**config.mk**
```make
export PLATFORM = sky130hd
export DESIGN_NAME = custom_attribute_string_decoder_flat
export DESIGN_NICKNAME = d
export VERILOG_FILES = /design/src/rtl/csd_pkg.sv /design/src/rtl/csd_blob_if.sv /design/src/rtl/csd_result_if.sv /design/src/rtl/csd_skid.sv /design/src/rtl/custom_attribute_string_decoder.sv /design/src/flat_wrapper.sv
export SDC_FILE = /design/constraint.sdc
export NUM_CORES = 1
export LEC_CHECK = 0
export ABC_CLOCK_PERIOD_IN_PS = 3350
export BUFFER_PORTS_ARGS = -buffer_cell sky130_fd_sc_hd__buf_2
export CELL_PAD_IN_SITES_DETAIL_PLACEMENT = 0
export CELL_PAD_IN_SITES_GLOBAL_PLACEMENT = 1
export CORE_MARGIN = 2
export CORE_UTILIZATION = 43
export DETAILED_ROUTE_END_ITERATION = 10
export GPL_ROUTABILITY_DRIVEN = 0
export PLACE_DENSITY_LB_ADDON = 0.2
export SETUP_SLACK_MARGIN = 0.15
export SLEW_MARGIN = 20
export SYNTH_ARGS = -nofsm -noshare
export SYNTH_HDL_FRONTEND = slang
export SYNTH_HIERARCHICAL = 1
export SYNTH_SLANG_ARGS = --single-unit
```
**constraint.sdc**
```tcl
create_clock -name clk -period 3.35 [get_ports clk]
set_input_delay 0.335 -clock clk [delete_from_list [all_inputs] [get_ports clk]]
set_output_delay 0.335 -clock clk [all_outputs]
set_load 0.05 [all_outputs]
```
**src/rtl/csd_pkg.sv**
```systemverilog
// Shared types and codes for the custom-attribute string decoder.
// No dependencies; compile first.
package csd_pkg;

	// Status codes reported on the last result of a blob
	localparam logic [2:0] OUTCOME_OK     = 3'd0;
	localparam logic [2:0] OUTCOME_NULL   = 3'd1;
	localparam logic [2:0] OUTCOME_PROLOG = 3'd2;
	localparam logic [2:0] OUTCOME_BADLEN = 3'd3;
	localparam logic [2:0] OUTCOME_TRUNC  = 3'd4;

	// Width of the decoded string length
	localparam int LEN_W = 29;

	// One result beat
	typedef struct packed {
		logic [7:0] string_byte;
		logic       byte_present;
		logic [2:0] outcome;
		logic       finished;
	} res_t;

endpackage

```
**src/rtl/csd_blob_if.sv**
```systemverilog
// Input channel of the decoder: one blob byte per beat, with end flag.
// Depends on nothing.
interface csd_blob_if;
	logic       valid;
	logic       ready;
	logic [7:0] blob_byte;
	logic       blob_end;

	modport source(output valid, blob_byte, blob_end, input ready);
	modport sink(input valid, blob_byte, blob_end, output ready);
endinterface

```
**src/rtl/csd_result_if.sv**
```systemverilog
// Output channel of the decoder: one string byte and/or status per beat.
// Depends on nothing.
interface csd_result_if;
	logic       valid;
	logic       ready;
	logic [7:0] string_byte;
	logic       byte_present;
	logic [2:0] outcome;
	logic       finished;

	modport source(output valid, string_byte, byte_present, outcome, finished, input ready);
	modport sink(input valid, string_byte, byte_present, outcome, finished, output ready);
endinterface

```
**src/rtl/csd_skid.sv**
```systemverilog
// Two-entry output buffer of the decoder with a registered ready.
// Depends on csd_pkg and csd_result_if.
module csd_skid
	import csd_pkg::*;
(
	input  logic                clk,
	input  logic                arst_n,
	input  logic                push,
	input  res_t                push_data,
	output logic                space,
	csd_result_if.source        result
);

	logic main_v_q;
	logic skid_v_q;
	res_t main_q;
	res_t skid_q;

	// Accept while the skid entry is empty
	assign space = !skid_v_q;

	// Advance the main entry when it is free or taken; park a beat otherwise
	always_ff @(posedge clk or negedge arst_n) begin
		if (!arst_n) begin
			main_v_q <= 1'b0;
			skid_v_q <= 1'b0;
		end else if (result.ready || !main_v_q) begin
			if (skid_v_q) begin
				main_v_q <= 1'b1;
				skid_v_q <= 1'b0;
			end else begin
				main_v_q <= push;
			end
		end else if (push) begin
			skid_v_q <= 1'b1;
		end
	end

	// Payload follows the same moves, no reset
	always_ff @(posedge clk) begin
		if (result.ready || !main_v_q) begin
			main_q <= skid_v_q ? skid_q : push_data;
		end else if (push) begin
			skid_q <= push_data;
		end
	end

	assign result.valid        = main_v_q;
	assign result.string_byte  = main_q.string_byte;
	assign result.byte_present = main_q.byte_present;
	assign result.outcome      = main_q.outcome;
	assign result.finished     = main_q.finished;

endmodule

```
**src/rtl/custom_attribute_string_decoder.sv**
```systemverilog
// Custom-attribute string decoder: checks the 01 00 prolog, decodes a
// compressed length or null marker, then passes the string bytes out.
// Each result is registered in the output buffer before it appears.
// Throughput: one byte per cycle; ready drops only when both output
// buffer entries are full. Reset (arst_n low) returns the parser to the
// first prolog byte and empties the output buffer.
module custom_attribute_string_decoder
	import csd_pkg::*;
(
	input  logic         clk,
	input  logic         arst_n,
	csd_blob_if.sink     blob,
	csd_result_if.source result
);

	// Parser phases
	localparam logic [2:0] PH_PROLOG0 = 3'd0;
	localparam logic [2:0] PH_PROLOG1 = 3'd1;
	localparam logic [2:0] PH_LEN0    = 3'd2;
	localparam logic [2:0] PH_LENX    = 3'd3;
	localparam logic [2:0] PH_CHARS   = 3'd4;
	localparam logic [2:0] PH_DRAIN   = 3'd5;

	logic [2:0]       phase_q;
	logic [LEN_W-1:0] len_acc_q;
	logic [1:0]       len_left_q;
	logic [LEN_W-1:0] chars_left_q;

	logic [2:0]       phase_d;
	logic [LEN_W-1:0] len_acc_d;
	logic [1:0]       len_left_d;
	logic [LEN_W-1:0] chars_left_d;

	logic             accept;
	logic             space;
	logic             emit;
	res_t             res;
	logic [7:0]       b;
	logic             last;
	logic [LEN_W-1:0] acc_shift;
	logic [1:0]       left_dec;
	logic [LEN_W-1:0] chars_dec;

	assign blob.ready = space;
	assign accept     = blob.valid && space;
	assign b          = blob.blob_byte;
	assign last       = blob.blob_end;
	assign acc_shift  = {len_acc_q[LEN_W-9:0], b};
	assign left_dec   = len_left_q - 2'd1;
	assign chars_dec  = chars_left_q - LEN_W'(1);

	// Decode one byte against the current phase
	always_comb begin
		phase_d      = phase_q;
		len_acc_d    = len_acc_q;
		len_left_d   = len_left_q;
		chars_left_d = chars_left_q;
		emit         = 1'b0;
		res          = '0;
		case (phase_q)
			PH_PROLOG0: begin
				if (b != 8'h01) begin
					emit = 1'b1;
					res.outcome = OUTCOME_PROLOG;
				end else if (last) begin
					emit = 1'b1;
					res.outcome = OUTCOME_TRUNC;
				end else begin
					phase_d = PH_PROLOG1;
				end
			end
			PH_PROLOG1: begin
				if (b != 8'h00) begin
					emit = 1'b1;
					res.outcome = OUTCOME_PROLOG;
				end else if (last) begin
					emit = 1'b1;
					res.outcome = OUTCOME_TRUNC;
				end else begin
					phase_d = PH_LEN0;
				end
			end
			PH_LEN0: begin
				if (b == 8'hFF) begin
					emit = 1'b1;
					res.outcome = OUTCOME_NULL;
				end else if (b[7] == 1'b0) begin
					// One-byte length
					if (b == 8'h00) begin
						emit = 1'b1;
						res.outcome = OUTCOME_OK;
					end else if (last) begin
						emit = 1'b1;
						res.outcome = OUTCOME_TRUNC;
					end else begin
						chars_left_d = LEN_W'(b);
						phase_d = PH_CHARS;
					end
				end else if ((b & 8'hC0) == 8'h80 || (b & 8'hE0) == 8'hC0) begin
					// Two- or four-byte length lead
					if (b[6] == 1'b0) begin
						len_acc_d  = LEN_W'(b & 8'h3F);
						len_left_d = 2'd1;
					end else begin
						len_acc_d  = LEN_W'(b & 8'h1F);
						len_left_d = 2'd3;
					end
					if (last) begin
						emit = 1'b1;
						res.outcome = OUTCOME_TRUNC;
					end else begin
						phase_d = PH_LENX;
					end
				end else begin
					emit = 1'b1;
					res.outcome = OUTCOME_BADLEN;
				end
			end
			PH_LENX: begin
				len_acc_d  = acc_shift;
				len_left_d = left_dec;
				if (left_dec == 2'd0) begin
					if (acc_shift == '0) begin
						emit = 1'b1;
						res.outcome = OUTCOME_OK;
					end else if (last) begin
						emit = 1'b1;
						res.outcome = OUTCOME_TRUNC;
					end else begin
						chars_left_d = acc_shift;
						phase_d = PH_CHARS;
					end
				end else if (last) begin
					emit = 1'b1;
					res.outcome = OUTCOME_TRUNC;
				end
			end
			PH_CHARS: begin
				chars_left_d = chars_dec;
				if (chars_dec == '0) begin
					emit = 1'b1;
					res.string_byte  = b;
					res.byte_present = 1'b1;
					res.outcome      = OUTCOME_OK;
				end else if (last) begin
					emit = 1'b1;
					res.outcome = OUTCOME_TRUNC;
				end else begin
					res.string_byte  = b;
					res.byte_present = 1'b1;
				end
			end
			default: begin
				// Drop bytes until blob end
				if (last) begin
					phase_d = PH_PROLOG0;
				end
			end
		endcase
		// A status closes the blob: restart or drain the rest
		if (emit) begin
			res.finished = 1'b1;
			phase_d      = last ? PH_PROLOG0 : PH_DRAIN;
		end
	end

	// Hold parser state between beats
	always_ff @(posedge clk or negedge arst_n) begin
		if (!arst_n) begin
			phase_q      <= PH_PROLOG0;
			len_acc_q    <= '0;
			len_left_q   <= '0;
			chars_left_q <= '0;
		end else if (accept) begin
			phase_q      <= phase_d;
			len_acc_q    <= len_acc_d;
			len_left_q   <= len_left_d;
			chars_left_q <= chars_left_d;
		end
	end

	csd_skid u_skid (
		.clk       (clk),
		.arst_n    (arst_n),
		.push      (accept && (emit || res.byte_present)),
		.push_data (res),
		.space     (space),
		.result    (result)
	);

endmodule
```
**src/flat_wrapper.sv**
```systemverilog
// flat-port wrapper written by rule: the top's interface ports become plain ports
module custom_attribute_string_decoder_flat import csd_pkg::*;
  (clk, arst_n, blob_valid, blob_blob_byte, blob_blob_end, blob_ready, result_valid, result_string_byte, result_byte_present, result_outcome, result_finished, result_ready);
  csd_blob_if blob_i ();
  csd_result_if result_i ();
  input  logic clk;
  input  logic arst_n;
  input wire logic [$bits(blob_i.valid)-1:0] blob_valid;
  input wire logic [$bits(blob_i.blob_byte)-1:0] blob_blob_byte;
  input wire logic [$bits(blob_i.blob_end)-1:0] blob_blob_end;
  output wire logic [$bits(blob_i.ready)-1:0] blob_ready;
  output wire logic [$bits(result_i.valid)-1:0] result_valid;
  output wire logic [$bits(result_i.string_byte)-1:0] result_string_byte;
  output wire logic [$bits(result_i.byte_present)-1:0] result_byte_present;
  output wire logic [$bits(result_i.outcome)-1:0] result_outcome;
  output wire logic [$bits(result_i.finished)-1:0] result_finished;
  input wire logic [$bits(result_i.ready)-1:0] result_ready;
  assign blob_i.valid = blob_valid;
  assign blob_i.blob_byte = blob_blob_byte;
  assign blob_i.blob_end = blob_blob_end;
  assign blob_ready = blob_i.ready;
  assign result_valid = result_i.valid;
  assign result_string_byte = result_i.string_byte;
  assign result_byte_present = result_i.byte_present;
  assign result_outcome = result_i.outcome;
  assign result_finished = result_i.finished;
  assign result_i.ready = result_ready;
  custom_attribute_string_decoder u_core (.clk(clk), .arst_n(arst_n), .blob(blob_i), .result(result_i));
endmodule
```
**Word-level counts from Yosys, hierarchy flattened**

Index checks and enable logic that the tools add are counted.

- Input port bits: 13
- Register bits: 83
- Word-level logic and storage cells: 129

- Muxes and demuxes: 63
- Eq/ne operators: 28
- Bitwise operators: 1
- Reductions and logical operators: 21
- Add/sub/neg operators: 2

Operators with widths:

| kind | count |
|---|---|
| 2-to-1 mux 29 bit | 7 |
| case mux 29 bit (3 select lines) | 1 |
| 2-to-1 mux 3 bit | 24 |
| 2-to-1 mux 21 bit | 3 |
| logical NOT 29 bit | 2 |
| case mux 21 bit (2 select lines) | 1 |
| case mux 3 bit (5 select lines) | 2 |
| subtractor 29 x 1 -> 29 bit (second input constant) | 1 |
| 2-to-1 mux 9 bit | 2 |
| != test 3 x 2 -> 1 bit (second input constant) | 6 |
| 2-to-1 mux 1 bit | 14 |
| != test 2 bit (second input constant) | 7 |
| 2-to-1 mux 13 bit | 1 |
| AND reduction 13 bit | 1 |
| 2-to-1 mux 12 bit | 1 |
| AND reduction 9 bit | 1 |
| equality test 8 bit (second input constant) | 1 |
| logical NOT 8 bit | 1 |
| 2-to-1 mux 2 bit | 4 |
| != test 4 x 3 -> 1 bit (second input constant) | 2 |
| != test 8 x 1 -> 1 bit (second input constant) | 1 |
| nonzero test 8 bit | 1 |
| equality test 3 x 2 -> 1 bit (second input constant) | 2 |
| equality test 3 bit (second input constant) | 2 |
| 20 further kinds | 27 |

**Logic depth before layout (Yosys ltp)**

Gate-level depths: netlist of the first run.

- Word-level depth: 10
- Mapped depth: 12
- Depth with buffers taken out: 10

**Hierarchy**

Netlist of the first run, hierarchy kept.

By module, submodules not included:

| module | cells an instance | area an instance (um^2) | times used | sequential area each (um^2) |
|---|---|---|---|---|
| custom_attribute_string_decoder | 487 | 3,838.7 | 1 | 1,376.3 |
| csd_skid | 50 | 1,067.3 | 1 | 830.8 |

**Least setup slack after synthesis of the first run**

No wires, ideal clock.

- Kind: reg-to-reg
- From: register u_core.chars_left_q[0]
- To: register u_core.u_skid.main_q, in the netlist u_core/u_skid/result.outcome[2] (data pin)
- Required time: 3.090 ns
- Path slack: -0.098 ns
- Data arrival time: 3.188 ns
- Stages on the path, launching flop included: 13
- Clock period less this slack: 3.448 ns
- Path through: dfrtp_1 clkbuf_1 inv_1 ha_1 buf_2 nor4b_1 o2111ai_1 a2111o_1 a211o_1 nor2_1 a21oi_1 o21a_1 mux2_4

RTL lines:

| item | line | source |
|---|---|---|
| start, declared | custom_attribute_string_decoder.sv:27 | `logic [LEN_W-1:0] chars_left_q;` |
| start signal, assigned | custom_attribute_string_decoder.sv:178 | `chars_left_q <= chars_left_d;` |
| end signal, assigned | csd_skid.sv:42 | `main_q <= skid_v_q ? skid_q : push_data;` |
| end, declared | csd_skid.sv:16 | `res_t main_q;` |

==> results of run 1 <==
## power by group through the flow
stage	Sequential (uW)	Clock, uW	Combinational [uW]
6_report	1540	1070	2450
5_1_grt	1580	1120	2660
4_1_cts	1540	1080	2340
3_5_place_dp	1560	0	2330
3_3_place_gp	1550	0	2300
2_1_floorplan	1710	0	1520
## cell usage after synthesis (all sizes together), types with 5 or more instances
cell	number	area (um2)
nor3	18	95.1
inv	10	37.5
dfrtp	57	1430
nand2	68	258
a21oi	32	164
nor3b	10	75.1
a22o	9	80.1
clkbuf	29	121
nor2	48	180
edfxtp	26	781
buf	11	87.6
nor4	14	100
or3	6	38.8
o21ai	75	375
nand4	8	50.1
or4	6	48.8
nand3	11	55.1
o31ai	5	37.5
mux2	20	259
## layer usage
metal / GRT usage / routed length, um / share of wire
met1: 0.331 / 6460 / 0.45
met2: 0.389 / 6870 / 0.47
met3: 0.0377 / 714 / 0.049
met4: 0.104 / 422 / 0.029
met5: 0 / 0 / 0
## worst max-delay path by stage
stage / start / slack (ns) / depth (start not counted) / to
after floorplan: u_core/chars_left_q[0] / 0.17 / 12 / u_core/u_skid/result.outcome[2]
after global placement: u_core/chars_left_q[4] / 0.24 / 8 / u_core/u_skid/result.outcome[2]
after detailed placement: u_core/chars_left_q[4] / 0.18 / 8 / u_core/u_skid/result.string_byte[5]
after CTS: u_core/chars_left_q[6] / 0.16 / 9 / u_core/u_skid/result.string_byte[3]
after global routing: u_core/chars_left_q[1] / 0.14 / 12 / u_core/u_skid/result.string_byte[3]
final: u_core/chars_left_q[4] / 0.27 / 8 / u_core/u_skid/result.outcome[2]
## stage by stage
step / util / setup slack [ns]
floorplan: - / 0.173
global placement: 0.470 / 0.239
detailed placement: 0.470 / 0.182
CTS: 0.498 / 0.165
global route: 0.502 / 0.143
finish: 0.502 / 0.274
## layout make-up
cell class	instances	area, um2	area share
multi-input combinational	404	2500	0.441
sequential	83	2210	0.390
timing repair buffer	66	428	0.0756
clock buffer	11	233	0.0411
tap	143	179	0.0316
clock inverter	5	77.6	0.0137
inverter	10	37.5	0.00663
## worst max-delay path, cell delays in order, from the launching register on
cell	delay (ns)
dfrtp_1	0.37
or3_1	0.39
or4_1	0.51
a2111o_1	0.42
a211o_1	0.37
nor2_4	0.19
a21oi_1	0.10
o21a_1	0.21
mux2_4	0.26
## timing repair
action                     CTS  global route
setup endpoints to repair    1            14
setup buffers                0             3
pin swaps                    0             2
gates resized for setup      1             7
## cells by family after synthesis
group / count (synthesis)
AO/OA/AOI/OAI: 169
multiplexers: 22
buffers and inverters: 50
adder cells (fa/ha/maj): 3
XOR/XNOR: 4
AND/OR/NAND/NOR: 206
flip-flops: 83
## state kept, by name, indices dropped and copies added (netlist names)
name,count
u_core/u_skid/result.byte_present,1
u_core/chars_left_q,29
u_core/u_skid/result.finished,1
u_core/len_acc_q,21
u_core/len_left_q,2
u_core/u_skid/result.string_byte,8
u_core/u_skid/result.valid,1
u_core/u_skid/skid_q,13
u_core/phase_q,3
u_core/u_skid/result.outcome,3
u_core/u_skid/skid_v_q,1
==> run_results.csv, run 1 <==
group,metric,value,unit
logic_synthesis,synth-seq-area-share,0.450,
timing,finalSetupViolations,0,
route,drt_pass1_iterations,7,
timing,relSlewSlack,0.460,
layout,final_layout_size_suffix_gt1_frac,0.219,
global_routing,grt_pass1_vias,4268,
global_routing,grt_overflow,0,
power,p_switching,2210,uW
power,p_int,2850,uW
logic_synthesis,synth_mux_area_frac,0.0569,
logic_synthesis,synth_compound_area_frac,0.220,
route,drt_wl_total,14500,um
placed_design,dpl.cell_count,703,
logic_synthesis,synth-xor-area-share,0.00714,
logic_synthesis,synthesis.area,0.00491,mm2
route,routedWlPerCell,20.0,um
route,drc,0,
layout,n_antenna_cell,0,
timing,period_share,0.918,
timing,hold_viol_final,0,
floorplan,die_w,111,um
critical_path,path_max_fanout,4,
global_routing,track_usage,0.244,
timing,rsz0062_at_grt,"no",
power,clkPwrFrac,0.211,
status,outcome,"finished, final reports clean",
floorplan,dieArea,0.0123,mm2
route,routed-via-count,4404,
global_routing,grt_pass1_wl,23500,um
cts,numCtsBuffers,9,
timing,fin_crit,3.08,ns
critical_path,rr_worst_depth,8,
power,ir_drop,0.441,mV
logic_synthesis,synth_top_family_by_area,"compound AO/OA/AOI/OAI gates",
cts,cts_tree,"built",
critical_path,worstReg2RegStart,"u_core/chars_left_q[4]",
layout,fin_nets,590,
placed_design,portBuffers,27,
critical_path,startpoint_type,"flip-flop",
timing,finalClockSkew,0.00935,ns
power,power.density,893,mW/mm2
global_routing,grt_max_degree,39,
cts,cts_root_buffer,"clkbuf_16",
logic_synthesis,ys_seq_elements,83,
critical_path,crit_type,"reg -> reg",
logic_synthesis,ys.flop_type,"dfrtp_1",
cts,clockBufferDepth,2,
logic_synthesis,async_flop_share,0.687,
worst_hold_path,min_path_type,"in -> async",
critical_path,cp.arrival,3.17,ns
logic_synthesis,synthSimpleGateAreaFrac,0.208,
critical_path,r2r_end,"u_core/u_skid/result.outcome[2]",
floorplan,die_h,111,um
cts,clock_latency,0.34,ns
route,antenna_left,0,
layout,stdcell_area,0.00566,mm2
floorplan,io_pins,28,
layout,fill_cells,1067,
cts,htree_levels,3,
global_routing,antenna_found_initial,0,
flow_run,maxCapViolCount,0,
logic_synthesis,synth_nets,553,
power,leakage,0.00235,uW
cts,cts.sinks,83,
logic_synthesis,synth_cells,537,
timing,clock.fmax,325,MHz
power,power.total,5060,uW
cts,ctsHoldBuffers,0,
placed_design,dp_hpwl,10300,um
layout,area_delta_synth_final,15.4,%
layout,final_common_cell,"o21ai_0",
floorplan,initial_utilization,0.435,
route,vias_per_cell,6.10,
logic_synthesis,synth_cell_types,71,
route,drtIter0Drc,446,
logic_synthesis,syn_avg_cell_area,9.14,um2
floorplan,row_count,39,
layout,final_cells,722,
power,combinationalPowerShare,0.484,
layout,final_cell_mix,"o21ai_0, nand2_1, dfrtp_1, nor2_1, buf_4",
timing,whs,0.00340,ns
timing,timing.final.max_slew_violations,0,
cts,clkTransAtPathRegs,0.07,ns
logic_synthesis,synthAdderAreaFrac,0.00765,
critical_path,cp-end-kind,"flip-flop",
logic_synthesis,synth_edf_count,26,
timing,tightest_slew,0.809,ns
logic_synthesis,yosys_warnings,6,
placed_design,place_area,0.00530,mm2
critical_path,r2r_slack,0.27,ns
power,sequentialPowerShare,0.305,
power,switching_share,0.437,
floorplan,core_area,0.0113,mm2
critical_path,cp.required,3.44,ns
timing,finalSetupTns,0,ns
Note: power is estimated with default switching activity, not from simulation.
==> run 2, diff against run 1 <==
Settings changed: CORE_UTILIZATION 43 to 40.
==> run 2 against run 1 <==
Compared with the run above:
- sequential cell count did not move
- critical path depth rose by 4
- count of clock-buffer cells in the layout fell by 1
- largest cell class unchanged
==> run_results.csv, run 2 (synthesized netlist as in run 1, its figures left out) <==
group,metric,value,unit
timing,finalSetupTns,0,ns
cts,cts_root_buffer,"clkbuf_16",
route,drt_wl_total,14600,um
critical_path,crit_start,"u_core/chars_left_q[6]",
power,leakage,0.00236,uW
layout,area_delta_synth_final,16.4,%
floorplan,core_area,0.0120,mm2
critical_path,cp.required,3.44,ns
layout,fin_nets,593,
status,outcome,"finished, final reports clean",
power,p_int,2760,uW
critical_path,cp-end-kind,"flip-flop",
timing,period_share,0.920,
floorplan,initial_utilization,0.408,
power,switching_share,0.444,
critical_path,startpoint_type,"flip-flop",
layout,utilization,0.475,
critical_path,worstReg2RegStart,"u_core/chars_left_q[6]",
global_routing,met2_usage,0.367,
power,p_switching,2200,uW
flow_run,maxCapViolCount,0,
cts,clkTransAtPathRegs,0.06,ns
global_routing,track_usage,0.235,
global_routing,top_usage_layer,"met2",
critical_path,crit_top_cell,"buf_4",
power,clkPwrFrac,0.198,
timing,finalClockSkew,0.00851,ns
cts,numCtsBuffers,9,
placed_design,portBuffers,27,
global_routing,antenna_found_initial,0,
power,ir_drop,0.273,mV
layout,largest_reg_flops,29,
power,combinationalPowerShare,0.491,
worst_hold_path,hp-start,"blob_blob_byte[6]",
route,drc,0,
floorplan,io_pins,28,
global_routing,grt_overflow,0,
global_routing,grt_max_degree,39,
timing,rsz0062_at_grt,"yes",
layout,final_common_cell,"o21ai_0",
route,vias_per_cell,6.02,
critical_path,path_max_fanout,10,
critical_path,path_cells,"or4_4 > nor3_1 > buf_4 > nor4b_2 > o21ai_1 > a2111oi_4 > buf_4 > buf_4 > buf_4 > nand3_1 > nand2_1 > mux2_2",
floorplan,die_h,115,um
timing,hold_viol_final,0,
global_routing,grt_pass1_vias,4259,
timing,clock.fmax,324,MHz
layout,largest_register,"u_core/chars_left_q",
global_routing,grt_use_met3,0.0538,
route,drt_pass1_iterations,5,
floorplan,die_w,115,um
power,power.density,869,mW/mm2
layout,reg_top3,"u_core/chars_left_q: 29 flops, u_core/len_acc_q: 21 flops, u_core/u_skid/skid_q: 13 flops",
timing,fin_crit,3.08,ns
worst_hold_path,worstHoldPathCells,3,
timing,tightest_slew,0.810,ns
timing,relSlewSlack,0.460,
cts,htree_levels,3,
worst_hold_path,min_path_type,"in -> reg",
cts,clockBufferDepth,2,
cts,cts.sinks,83,
timing,finalSetupViolations,0,
critical_path,crit_type,"reg -> reg",
critical_path,crit_path_max_incr_delay,0.57,ns
layout,n_antenna_cell,0,
route,routed-via-count,4389,
route,drtIter0Drc,382,
layout,final_cell_mix,"o21ai_0, nand2_1, dfrtp_1, nor2_1, buf_4",
critical_path,cp.arrival,3.18,ns
power,sequentialPowerShare,0.310,
cts,clock_latency,0.35,ns
floorplan,dieArea,0.0132,mm2
timing,timing.final.max_slew_violations,0,
critical_path,rr_worst_depth,12,
global_routing,grt_pass1_wl,23500,um
global_routing,met1_usage,0.313,
placed_design,dp_hpwl,10200,um
cts,cts_tree,"built",
floorplan,row_count,40,
route,routedWlPerCell,20.0,um
layout,final_layout_size_suffix_gt1_frac,0.232,
route,antenna_left,0,
critical_path,crit_slowest_cell,"or4_4",
==> run 2: layout make-up <==
cell class	instances	area (um2)
fillers	1141	6300
multi-input cells	404	2530
flip-flops and latches	83	2210
repair buffers	69	465
clock buffers	10	229
well taps	147	184
clock inverters	6	56.3
inverters	10	37.5
==> run 2: power groups by stage <==
stage,combinational (uW),sequential [uW],clock [uW]
2_1_floorplan,1520,1710,0
3_3_place_gp,2350,1550,0
3_5_place_dp,2340,1550,0
4_1_cts,2360,1530,1010
5_1_grt,2670,1570,1050
6_report,2440,1540,984
==> run 2: final timing paths <==
check | slack (ns) | endpoint
max | 0.27 | u_core/u_skid/result.finished
min | 0.35 | u_core/len_acc_q[6]
max reg2reg | 0.27 | u_core/u_skid/result.finished
min reg2reg | 0.48 | u_core/len_left_q[1]
max in group asynchronous | 1.94 | u_core/chars_left_q[1]
min in group asynchronous | 0.53 | u_core/len_left_q[0]
==> run 2: timing repair <==
| item | CTS | global route |
|---|---|---|
| hold endpoints to repair | 23 | 0 |
| setup buffers | 1 | 3 |
| hold buffers | 1 | 0 |
| resized for setup | 1 | 12 |
| setup endpoints to repair | 6 | 18 |
| pin swaps | 1 | 3 |
==> run 2: per-layer routing <==
metal  routed length, um  share of wire
met5                   0              0
met4                 510          0.035
met3                 876          0.060
met2                6720           0.46
met1                6470           0.44
==> run 2: critical path, delay by kind of cell (launching register included) <==
kind | cells | cell delay (ns)
buffers and inverters | 4 | 0.69
multiplexers | 1 | 0.27
AND/OR/NAND/NOR | 5 | 1.08
AO/OA/AOI/OAI | 2 | 0.33
flip-flops | 1 | 0.46
==> run 2: per-stage QoR <==
| stage | power, uW | setup WS, ns | hold slack (ns) | cells | instance area (um2) |
|---|---|---|---|---|---|
| final | 4960 | 0.267 | 0.346 | 729 | 5710 |
| after global routing | 5290 | 0.130 | 0.347 | 729 | 5710 |
| after CTS | 4910 | 0.174 | 0.336 | 726 | 5620 |
| after detailed placement | 3890 | 0.111 | 0.362 | 708 | 5310 |
| after global placement | 3890 | 0.264 | 0.369 | 708 | 5310 |
| after floorplan | 3220 | 0.173 | 0.0394 | 537 | 4910 |
==> run 3, diff against run 2 <==
Settings changed: ABC_CLOCK_PERIOD_IN_PS 3350 to 3700.
Clock period 3.35 ns to 3.7 ns, I/O delays scaled along.
==> run 3 against run 2 <==
Compared with the run above:
- cell count is 3.2% lower
- highest routed layer unchanged
- register-to-register slack better by 0.16 ns
- design area down 3.9%
- largest power group unchanged
- global-route usage down 1.6 points
==> run_results.csv, run 3 (synthesized netlist as in run 1, its figures left out) <==
group,metric,value,unit
cts,htree_levels,3,
critical_path,crit_type,"reg -> reg",
floorplan,core_area,0.0120,mm2
timing,fin_crit,3.28,ns
status,outcome,"finished, final reports clean",
global_routing,track_usage,0.219,
timing,finalSetupTns,0,ns
flow_run,maxCapViolCount,0,
timing,period_share,0.886,
placed_design,dpl.cell_count,690,
global_routing,grt_max_degree,41,
power,power.density,790,mW/mm2
critical_path,cp.required,3.78,ns
timing,rsz0062_at_grt,"no",
layout,fin_nets,570,
route,drt_pass1_iterations,5,
critical_path,cp-end-kind,"flip-flop",
cts,clockBufferDepth,2,
layout,largest_reg_flops,29,
layout,n_antenna_cell,0,
layout,fill_cells,1191,
timing,finalClockSkew,0.00887,ns
global_routing,grt_pass1_vias,3899,
route,drtIter0Drc,446,
cts,cts_setup_buffers,0,
layout,final_cell_mix,"o21ai_0, nand2_1, dfrtp_1, nor2_1, a21oi_1",
route,routed-via-count,4182,
layout,area_delta_synth_final,11.8,%
cts,clkTransAtPathRegs,0.07,ns
route,antenna_left,0,
layout,final_common_cell,"o21ai_0",
cts,ctsHoldBuffers,0,
layout,final_layout_size_suffix_gt1_frac,0.191,
power,leakage,0.00223,uW
cts,clock_latency,0.34,ns
critical_path,startpoint_type,"flip-flop",
route,drc,0,
global_routing,grt_pass1_wl,22100,um
route,vias_per_cell,5.92,
layout,final_cells,706,
cts,cts_resized,0,
critical_path,path_max_fanout,9,
floorplan,die_h,115,um
layout,utilization,0.457,
route,routedWlPerCell,19.4,um
timing,tightest_slew,0.956,ns
global_routing,antenna_found_initial,0,
layout,ff_latch_area,0.00221,mm2
cts,cts_tree,"built",
floorplan,io_pins,28,
cts,cts_root_buffer,"clkbuf_16",
timing,timing.final.max_slew_violations,0,
power,ir_drop,0.250,mV
critical_path,cp.arrival,3.36,ns
floorplan,die_w,115,um
placed_design,dp_hpwl,9760,um
timing,clock.fmax,305,MHz
floorplan,dieArea,0.0132,mm2
layout,largest_register,"u_core/chars_left_q",
floorplan,initial_utilization,0.408,
timing,finalSetupViolations,0,
global_routing,grt_overflow,0,
floorplan,row_count,40,
worst_hold_path,min_path_type,"in -> async",
placed_design,portBuffers,27,
route,drt_wl_total,13700,um
timing,relSlewSlack,0.363,
layout,reg_top3,"u_core/chars_left_q: 29 flops, u_core/len_acc_q: 21 flops, u_core/u_skid/skid_q: 13 flops",
timing,hold_viol_final,0,
layout,multi_input_area,0.00248,mm2
cts,numCtsBuffers,9,
cts,cts.sinks,83,
-- run 3: worst max-delay path, cell delays in order, from the launching register on --
cell and delay, ns:
dfrtp_1 0.47, or3_1 0.49, or4_1 0.51, a2111o_1 0.42, a211o_1 0.36, nor2_2 0.20
a21oi_1 0.11, o21a_1 0.21, mux2_4 0.26
-- run 3: stage by stage --
step	hold slack [ns]	worst slack [ns]	power (uW)	area, um2
global route	0.257	0.156	4640	5490
global placement	0.463	0.427	3410	5170
finish	0.179	0.424	4340	5490
detailed placement	0.489	0.385	3410	5170
floorplan	0.0744	0.252	2910	4910
CTS	0.217	0.366	4340	5470
-- run 3: layer usage --
layer,GRT usage,share of wire,vias to the layer above
li1,-,-,2022
met1,0.308,0.47,2030
met2,0.337,0.46,108
met3,0.0390,0.040,22
met4,0.0835,0.033,0
met5,0,0,-
-- run 3: power by group --
| group | internal, uW | switching (uW) | total, uW | leakage (uW) |
|---|---|---|---|---|
| sequential | 1190 | 239 | 1430 | 0.00103 |
| combinational | 699 | 1290 | 1990 | 0.00106 |
| clock | 526 | 385 | 911 | 0.000134 |
-- run 3: worst paths after layout --
path,start,end,slack [ns],depth (start not counted)
setup / recovery,u_core/chars_left_q[2],u_core/u_skid/result.outcome[2],0.42,8
hold / removal,arst_n,u_core/chars_left_q[14],0.18,1
setup reg to reg,u_core/chars_left_q[2],u_core/u_skid/result.outcome[2],0.42,8
hold reg to reg,u_core/len_left_q[0],u_core/len_left_q[0],0.50,1
max in group asynchronous,arst_n,u_core/u_skid/result.valid,2.71,2
min in group clk,blob_blob_byte[6],u_core/len_acc_q[6],0.39,3
-- run 3: final cells by class --
cell class / instances / area share
clock buffers: 9 / 0.0411
clock inverters: 7 / 0.0141
inverters: 10 / 0.00684
multi-input cells: 404 / 0.451
flip-flops and latches: 83 / 0.402
well taps: 147 / 0.0335
repair buffers: 46 / 0.0506
